File: config.mk
export PLATFORM = sky130hd
export DESIGN_NAME = srtp_roc_and_replay_window
export DESIGN_NICKNAME = d
export VERILOG_FILES = /design/src/hw/rtl/srtp_rrw_pkg.sv /design/src/hw/rtl/srtp_roc_and_replay_window.sv /design/src/hw/rtl/srtp_rrw_core.sv
export VERILOG_INCLUDE_DIRS = /design/src /design/src/hw/rtl
export SDC_FILE = /design/constraint.sdc
export NUM_CORES = 1
export LEC_CHECK = 0
export BUFFER_PORTS_ARGS = -buffer_cell sky130_fd_sc_hd__buf_4
export CAP_MARGIN = 15
export CORE_MARGIN = 2
export CORE_UTILIZATION = 46
export CTS_BUF_LIST = sky130_fd_sc_hd__clkbuf_4
export DETAILED_ROUTE_END_ITERATION = 6
export PLACE_DENSITY = 0.7
export SLEW_MARGIN = 20
export SYNTH_ARGS = -nofsm -noshare
export SYNTH_HDL_FRONTEND = slang
export SYNTH_HIERARCHICAL = 1
export SYNTH_SLANG_ARGS = --single-unit
File: constraint.sdc
create_clock -name clk -period 9.6 [get_ports clk]
set_input_delay 0.96 -clock clk [delete_from_list [all_inputs] [get_ports clk]]
set_output_delay 0.96 -clock clk [all_outputs]
set_load 0.01 [all_outputs]
File: src/hw/rtl/assert_macros.svh
// Assertion helpers for the SRTP receive tracker
`ifndef ASSERT_MACROS_SVH
`define ASSERT_MACROS_SVH

`ifndef SYNTHESIS

`define SRTP_ASSERT(lbl, clk, rst_n, prop) \
	lbl: assert property (@(posedge clk) disable iff (!rst_n) prop) \
		else $error("srtp assertion failed");

`define SRTP_ASSERT_RST(lbl, clk, prop) \
	lbl: assert property (@(posedge clk) prop) \
		else $error("srtp reset assertion failed");

`else

`define SRTP_ASSERT(lbl, clk, rst_n, prop)

`define SRTP_ASSERT_RST(lbl, clk, prop)

`endif

`endif

File: src/hw/rtl/srtp_rrw_pkg.sv
package srtp_rrw_pkg;

	localparam int unsigned SEQ_W       = 16;
	localparam int unsigned ROC_W       = 32;
	localparam int unsigned INDEX_W     = ROC_W + SEQ_W;
	localparam int unsigned STATUS_W    = 3;
	localparam int unsigned WIN_LEN_DEF = 64;
	localparam int unsigned WIN_LEN_MAX = 64;

	localparam logic [SEQ_W-1:0] HALF_RANGE = 16'h8000;

	localparam logic [STATUS_W-1:0] ST_ESTIMATE  = 3'd0;
	localparam logic [STATUS_W-1:0] ST_ADVANCED  = 3'd1;
	localparam logic [STATUS_W-1:0] ST_LATE      = 3'd2;
	localparam logic [STATUS_W-1:0] ST_TOO_OLD   = 3'd3;
	localparam logic [STATUS_W-1:0] ST_DUPLICATE = 3'd4;

	typedef struct packed {
		logic             func;
		logic [SEQ_W-1:0] seq;
		logic             restart;
	} pkt_t;

	typedef struct packed {
		logic [ROC_W-1:0]    roc;
		logic [INDEX_W-1:0]  packet_index;
		logic                accepted;
		logic [STATUS_W-1:0] status;
	} res_t;

endpackage

File: src/hw/rtl/srtp_roc_and_replay_window.sv
// SRTP receive tracker: one packet transaction in, one result transaction out, one packet per
// clock sustained. A packet waits in an input register, where the rollover counter estimate
// and the replay window check and update are done in a single pass against the tracking
// state, and the result lands in an output register. The result is valid in the cycle after
// the packet leaves the input register, which it does once the output register is free or
// being emptied. The input stalls only while both registers are full and the result is not
// being taken. The state update of one packet is visible to the next packet in the following
// cycle, so back-to-back packets see each other in order. Estimates (func 0) keep the window
// and ROC and set the highest sequence only from a first packet; commits (func 1) should only be
// sent for packets that passed authentication. restart clears all tracking before the packet.
`include "assert_macros.svh"

module srtp_roc_and_replay_window import srtp_rrw_pkg::*; #(
	parameter int unsigned WIN_LEN = WIN_LEN_DEF
) (
	input  logic clk,
	input  logic arst_n,
	input  logic pkt_valid,
	output logic pkt_ready,
	input  pkt_t pkt,
	output logic res_valid,
	input  logic res_ready,
	output res_t res
);

	logic valid_s1;
	pkt_t item_s1;
	logic res_valid_q;
	res_t res_q;
	res_t res_nxt;
	logic fire;

	assign fire      = valid_s1 && (!res_valid_q || res_ready);
	assign pkt_ready = !valid_s1 || fire;
	assign res_valid = res_valid_q;
	assign res       = res_q;

	always_ff @(posedge clk or negedge arst_n) begin
		if (!arst_n) begin
			valid_s1 <= 1'b0;
		end else if (pkt_ready) begin
			valid_s1 <= pkt_valid;
		end
	end

	always_ff @(posedge clk) begin
		if (pkt_ready && pkt_valid) begin
			item_s1 <= pkt;
		end
	end

	always_ff @(posedge clk or negedge arst_n) begin
		if (!arst_n) begin
			res_valid_q <= 1'b0;
		end else if (fire) begin
			res_valid_q <= 1'b1;
		end else if (res_ready) begin
			res_valid_q <= 1'b0;
		end
	end

	always_ff @(posedge clk) begin
		if (fire) begin
			res_q <= res_nxt;
		end
	end

	srtp_rrw_core #(
		.WIN_LEN(WIN_LEN)
	) u_core (
		.clk   (clk),
		.arst_n(arst_n),
		.fire  (fire),
		.item  (item_s1),
		.res   (res_nxt)
	);

	`SRTP_ASSERT(a_fire_gives_result, clk, arst_n, fire |=> res_valid)
	`SRTP_ASSERT(a_stall_only_when_full, clk, arst_n,
		!pkt_ready |-> (valid_s1 && res_valid_q && !res_ready))
	`SRTP_ASSERT(a_result_held, clk, arst_n,
		(res_valid && !res_ready) |=> (res_valid && $stable(res)))
	`SRTP_ASSERT_RST(a_idle_in_reset, clk, !arst_n |-> (!res_valid && pkt_ready))

endmodule

File: src/hw/rtl/srtp_rrw_core.sv
`include "assert_macros.svh"

module srtp_rrw_core import srtp_rrw_pkg::*; #(
	parameter int unsigned WIN_LEN = WIN_LEN_DEF
) (
	input  logic clk,
	input  logic arst_n,
	input  logic fire,
	input  pkt_t item,
	output res_t res
);

	localparam int unsigned IDX_W = $clog2(WIN_LEN);

	logic [SEQ_W-1:0]   hs_q;
	logic [ROC_W-1:0]   roc_q;
	logic               seen_q;
	logic [WIN_LEN-1:0] bits_q;

	logic [SEQ_W-1:0]   hs_eff;
	logic [ROC_W-1:0]   roc_base;
	logic [WIN_LEN-1:0] bits_eff;
	logic [SEQ_W-1:0]   d;
	logic [SEQ_W-1:0]   age;
	logic [IDX_W-1:0]   idx;
	logic [ROC_W-1:0]   r;
	logic               advance;
	logic               too_old;
	logic               dup;
	logic [WIN_LEN-1:0] bits_adv;
	logic [WIN_LEN-1:0] bits_nxt;

	always_comb begin
		hs_eff   = (item.restart || !seen_q) ? item.seq : hs_q;
		roc_base = item.restart ? '0 : roc_q;
		bits_eff = item.restart ? '0 : bits_q;
		d        = item.seq - hs_eff;
		age      = hs_eff - item.seq;
		idx      = age[IDX_W-1:0];

		if (d < HALF_RANGE) begin
			r = roc_base + ROC_W'(item.seq < hs_eff);
		end else begin
			r = roc_base - ROC_W'(item.seq > hs_eff);
		end

		advance = (d != '0) && (d < HALF_RANGE);
		too_old = age >= SEQ_W'(WIN_LEN);
		dup     = !too_old && bits_eff[idx];

		if (d >= SEQ_W'(WIN_LEN)) begin
			bits_adv = WIN_LEN'(1);
		end else begin
			bits_adv = (bits_eff << d[IDX_W-1:0]) | WIN_LEN'(1);
		end

		bits_nxt         = bits_eff;
		res.roc          = r;
		res.packet_index = {r, item.seq};
		res.accepted     = 1'b1;
		res.status       = ST_ESTIMATE;
		if (item.func) begin
			if (advance) begin
				bits_nxt   = bits_adv;
				res.status = ST_ADVANCED;
			end else if (too_old) begin
				res.accepted = 1'b0;
				res.status   = ST_TOO_OLD;
			end else if (dup) begin
				res.accepted = 1'b0;
				res.status   = ST_DUPLICATE;
			end else begin
				bits_nxt   = bits_eff | (WIN_LEN'(1) << idx);
				res.status = ST_LATE;
			end
		end
	end

	always_ff @(posedge clk or negedge arst_n) begin
		if (!arst_n) begin
			hs_q   <= '0;
			roc_q  <= '0;
			seen_q <= 1'b0;
			bits_q <= '0;
		end else if (fire) begin
			seen_q <= 1'b1;
			bits_q <= bits_nxt;
			if (item.func && advance) begin
				hs_q  <= item.seq;
				roc_q <= r;
			end else begin
				hs_q  <= hs_eff;
				roc_q <= roc_base;
			end
		end
	end

	`SRTP_ASSERT(a_seen_after_fire, clk, arst_n, fire |=> seen_q)
	`SRTP_ASSERT(a_adv_takes_seq, clk, arst_n,
		(fire && res.status == ST_ADVANCED) |=> (hs_q == $past(item.seq) && bits_q[0]))
	`SRTP_ASSERT(a_reject_keeps_window, clk, arst_n,
		(fire && !res.accepted) |=> (bits_q == $past(bits_eff)))
	`SRTP_ASSERT(a_estimate_keeps_roc, clk, arst_n,
		(fire && !item.func) |=> (roc_q == $past(roc_base)))

endmodule

==> results by group <==
Placed design
  • DP Area: 18000 um^2
  • Pre-CTS setup slack: 2.00 ns
  • IO buf count: 107
  • GPL Wtd Cong: 0.968
  • Final HPWL DP: 36.7 mm

Synth
  • YS warnings: 6
  • Synth Area in Compound Gates: 0.200
  • Adder-cell share of the synthesized area: 0.0324
  • Post-Synthesis Net Count: 1919
  • Post-synthesis async set-or-reset flop share: 0.530
  • Largest family of logic cells by synthesized area: compound AO/OA/AOI/OAI gates
  • Register area share after synthesis: 0.345
  • Synth Area in XOR/XNOR: 0.0264
  • Mux share of post-synthesis cell area: 0.173
  • Post-Syn Area: 17200 um^2
  • Yosys reg bits: 217
  • Simple-gate share of the synthesized area: 0.157
  • Distinct cells, synth: 88
  • Synth top area share: 0.178
  • Syn_area_per_cell: 9.30 um^2
  • Post-synth EDFFs: 102
  • Area leader, netlist: edfxtp_1
  • Syn Inst Count: 1853
  • Dominant cells by area after synthesis: edfxtp_1 18%, dfrtp_1 17%, mux4_2 8.8%
  • Most used flip-flop cell after synthesis: dfrtp_1

Clock network
  • Clock Tree Buf Depth: 3
  • CTS Root Cell: clkbuf_4
  • Setup Buffers After CTS: 0
  • TritonCTS Buffers: 66
  • Clock Sinks: 217
  • # hold bufs at CTS: 0
  • Worst-Skew Late Latency: 0.75 ns
  • Clock-pin slew on the worst setup and hold paths: 0.06 ns
  • TritonCTS clock tree: yes
  • Post-cts gate resize count: 0
  • CTS H-tree depth: 3

GRT
  • First-pass GRT wire length: 82.8 mm
  • Largest net degree at the start of global routing: 79
  • Initial antenna violation count: 1
  • Vias in the first global route: 14.6k
  • Gr usage total: 0.272
  • Global route overflow: 0

Final layout
  • Layout cell share with drive strength beyond 1: 0.190
  • Final #Nets: 1933
  • P&R area growth vs syn: 9.49%
  • Fill cells: 3435
  • Design Area, Final: 18900 um^2

Floorplan
  • Total die area: 39000 um^2
  • Die width: 198 um
  • IO Count: 108
  • Die Span Y: 198 um
  • FP Rows: 70
  • Starting density of the core: 0.469
  • Core outline area: 36800 um^2

Timing
  • Clock skew: 0.0439 ns
  • Max Slew Vio Count: 0
  • Final period util: 0.804
  • Final setup margin: 1.89 ns
  • Setup TNS: 0 ns
  • Relative slew slack: 0.341
  • Final hold violations: 0
  • Final Setup Violations: 0
  • Fin crit period: 7.71 ns
  • Fmax: 130 MHz
  • Tightest Pin Transition: 0.981 ns
  • RSZ-0062 raised after global routing: false

Worst setup path
  • WP buf/inv: 4
  • CP startpoint kind: flop
  • Critical-path top delay cell: nor2b_2
  • Data arrival, critical path: 8.30 ns
  • Critical path endpoint category: flop
  • Critical Path Start: u_core/seen_q
  • Crit-path max cell delay: 0.74 ns
  • Worst r2r src: u_core/seen_q
  • Cell family with most CP delay: simple AND/OR/NAND/NOR gates
  • Peak fanout along the critical path: 36
  • Critical Path RT: 10.19 ns
  • WS Path Type: reg2reg
  • Critical Path Most Common Cell: ha_1

Power and ir drop
  • Pwr Density: 272 nW/um^2
  • Worst ir drop on vdd: 0.000166 V
  • Lkg Pwr: 7.65 nW

Flow run
  • Number of max-cap violations: 0

Drt
  • Met2 routed WL: 23.7 mm
  • Routed length on met3: 4.93 mm
  • Routed WL: 52.6 mm
  • Wire length per cell: 22.1 um
  • Initial DRC Count: 1986
  • Detailed Routing Iterations Pass 1: 7
  • Detail Route Antenna Nets: 0
  • Vias/cell: 6.32
  • Met1 wire length: 21.9 mm
  • Top Metal Used: met4
  • Via count: 15.1k
  • DRC viols: 0

Worst hold path
  • Worst Hold Class: in2async

Status
  • Outcome: finished, final reports clean
## cell type report
type	instances	area (um^2)	share of cell area
clock buffers	98	736	0.0390
diodes	1	2.50	0.000133
inverters	56	210	0.0111
flip-flops and latches	217	5940	0.315
well taps	468	586	0.0310
clock inverters	17	150	0.00795
multi-input cells	1393	10300	0.543
repair buffers	133	998	0.0529
## cell usage after synthesis, types with 49 or more instances
cell type,count
o21ai_0,101
a21oi_1,109
mux4_2,67
inv_1,53
a22oi_1,68
clkbuf_1,100
buf_4,49
nor2_1,128
edfxtp_1,102
mux2i_1,125
nand2_1,213
dfrtp_1,115
## layout by cell type, fill, tap and decap left out, types with 7 or more instances in the layout
cell / count
and3_1: 20
mux2i_1: 125
dfrtp_1: 115
xnor2_1: 38
a21o_1: 30
a22o_1: 26
nand2_1: 213
a211oi_1: 18
mux4_2: 67
o221ai_1: 14
a31oi_1: 22
edfxtp_1: 102
a21oi_1: 109
ha_1: 41
inv_1: 52
nor2b_1: 37
nand3_1: 33
o21a_1: 11
mux2_2: 19
and2_1: 8
clkinv_1: 7
o21ai_0: 101
a22oi_1: 68
nor3_1: 41
nor4_1: 14
clkbuf_4: 98
xor2_1: 9
nor2_1: 128
buf_4: 133
nand2b_1: 21
o21ai_1: 30
o21bai_1: 7
o211ai_1: 25
## through the flow
stage	util	total power, mW	hold WS [ns]	std cells
CTS	0.513	5.12	0.251	2382
global route	0.513	5.45	0.303	2383
floorplan	-	3.54	0.450	1853
detailed placement	0.489	4.12	0.476	2267
finish	0.513	5.13	0.289	2383
global placement	0.489	4.07	0.466	2267
## cell families after synthesis
family                     count (synthesis)
and+or+nand+nor                          568
adders and majority gates                 44
AOI/OAI and AO/OA                        518
muxes                                    211
DFF                                      217
xor gates and xnor gates                  52
buffers and inverters                    243
## where the power goes
part           switching (mW)  total [mW]  internal (mW)
Sequential              0.148        1.47           1.32
Combinational            1.67        2.69           1.02
Clock                   0.424       0.971          0.547
Total                    2.24        5.13           2.88
## sequential cells by signal, indices dropped and copies added (netlist names)
register / flops
valid_s1: 1
res: 84
u_core/hs_q: 16
u_core/roc_q: 32
u_core/bits_q: 64
item_s1: 18
res_valid: 1
u_core/seen_q: 1
## final timing paths
path / endpoint / slack [ns] / cells after the start
setup / recovery: u_core/roc_q[28] / 1.89 / 29
hold / removal: u_core/bits_q[48] / 0.29 / 1
setup reg to reg: u_core/roc_q[28] / 1.89 / 29
hold reg to reg: res[4] / 0.48 / 0
max in group asynchronous: u_core/bits_q[14] / 7.83 / 2
min in group clk: item_s1[12] / 0.41 / 1
## per-layer routing
| metal | vias up | global-route usage |
|---|---|---|
| met5 | - | 0 |
| met4 | 0 | 0.122 |
| met3 | 132 | 0.0645 |
| met2 | 803 | 0.418 |
| met1 | 7193 | 0.366 |
| li1 | 6938 | - |
(Power assumes the default switching activity.)
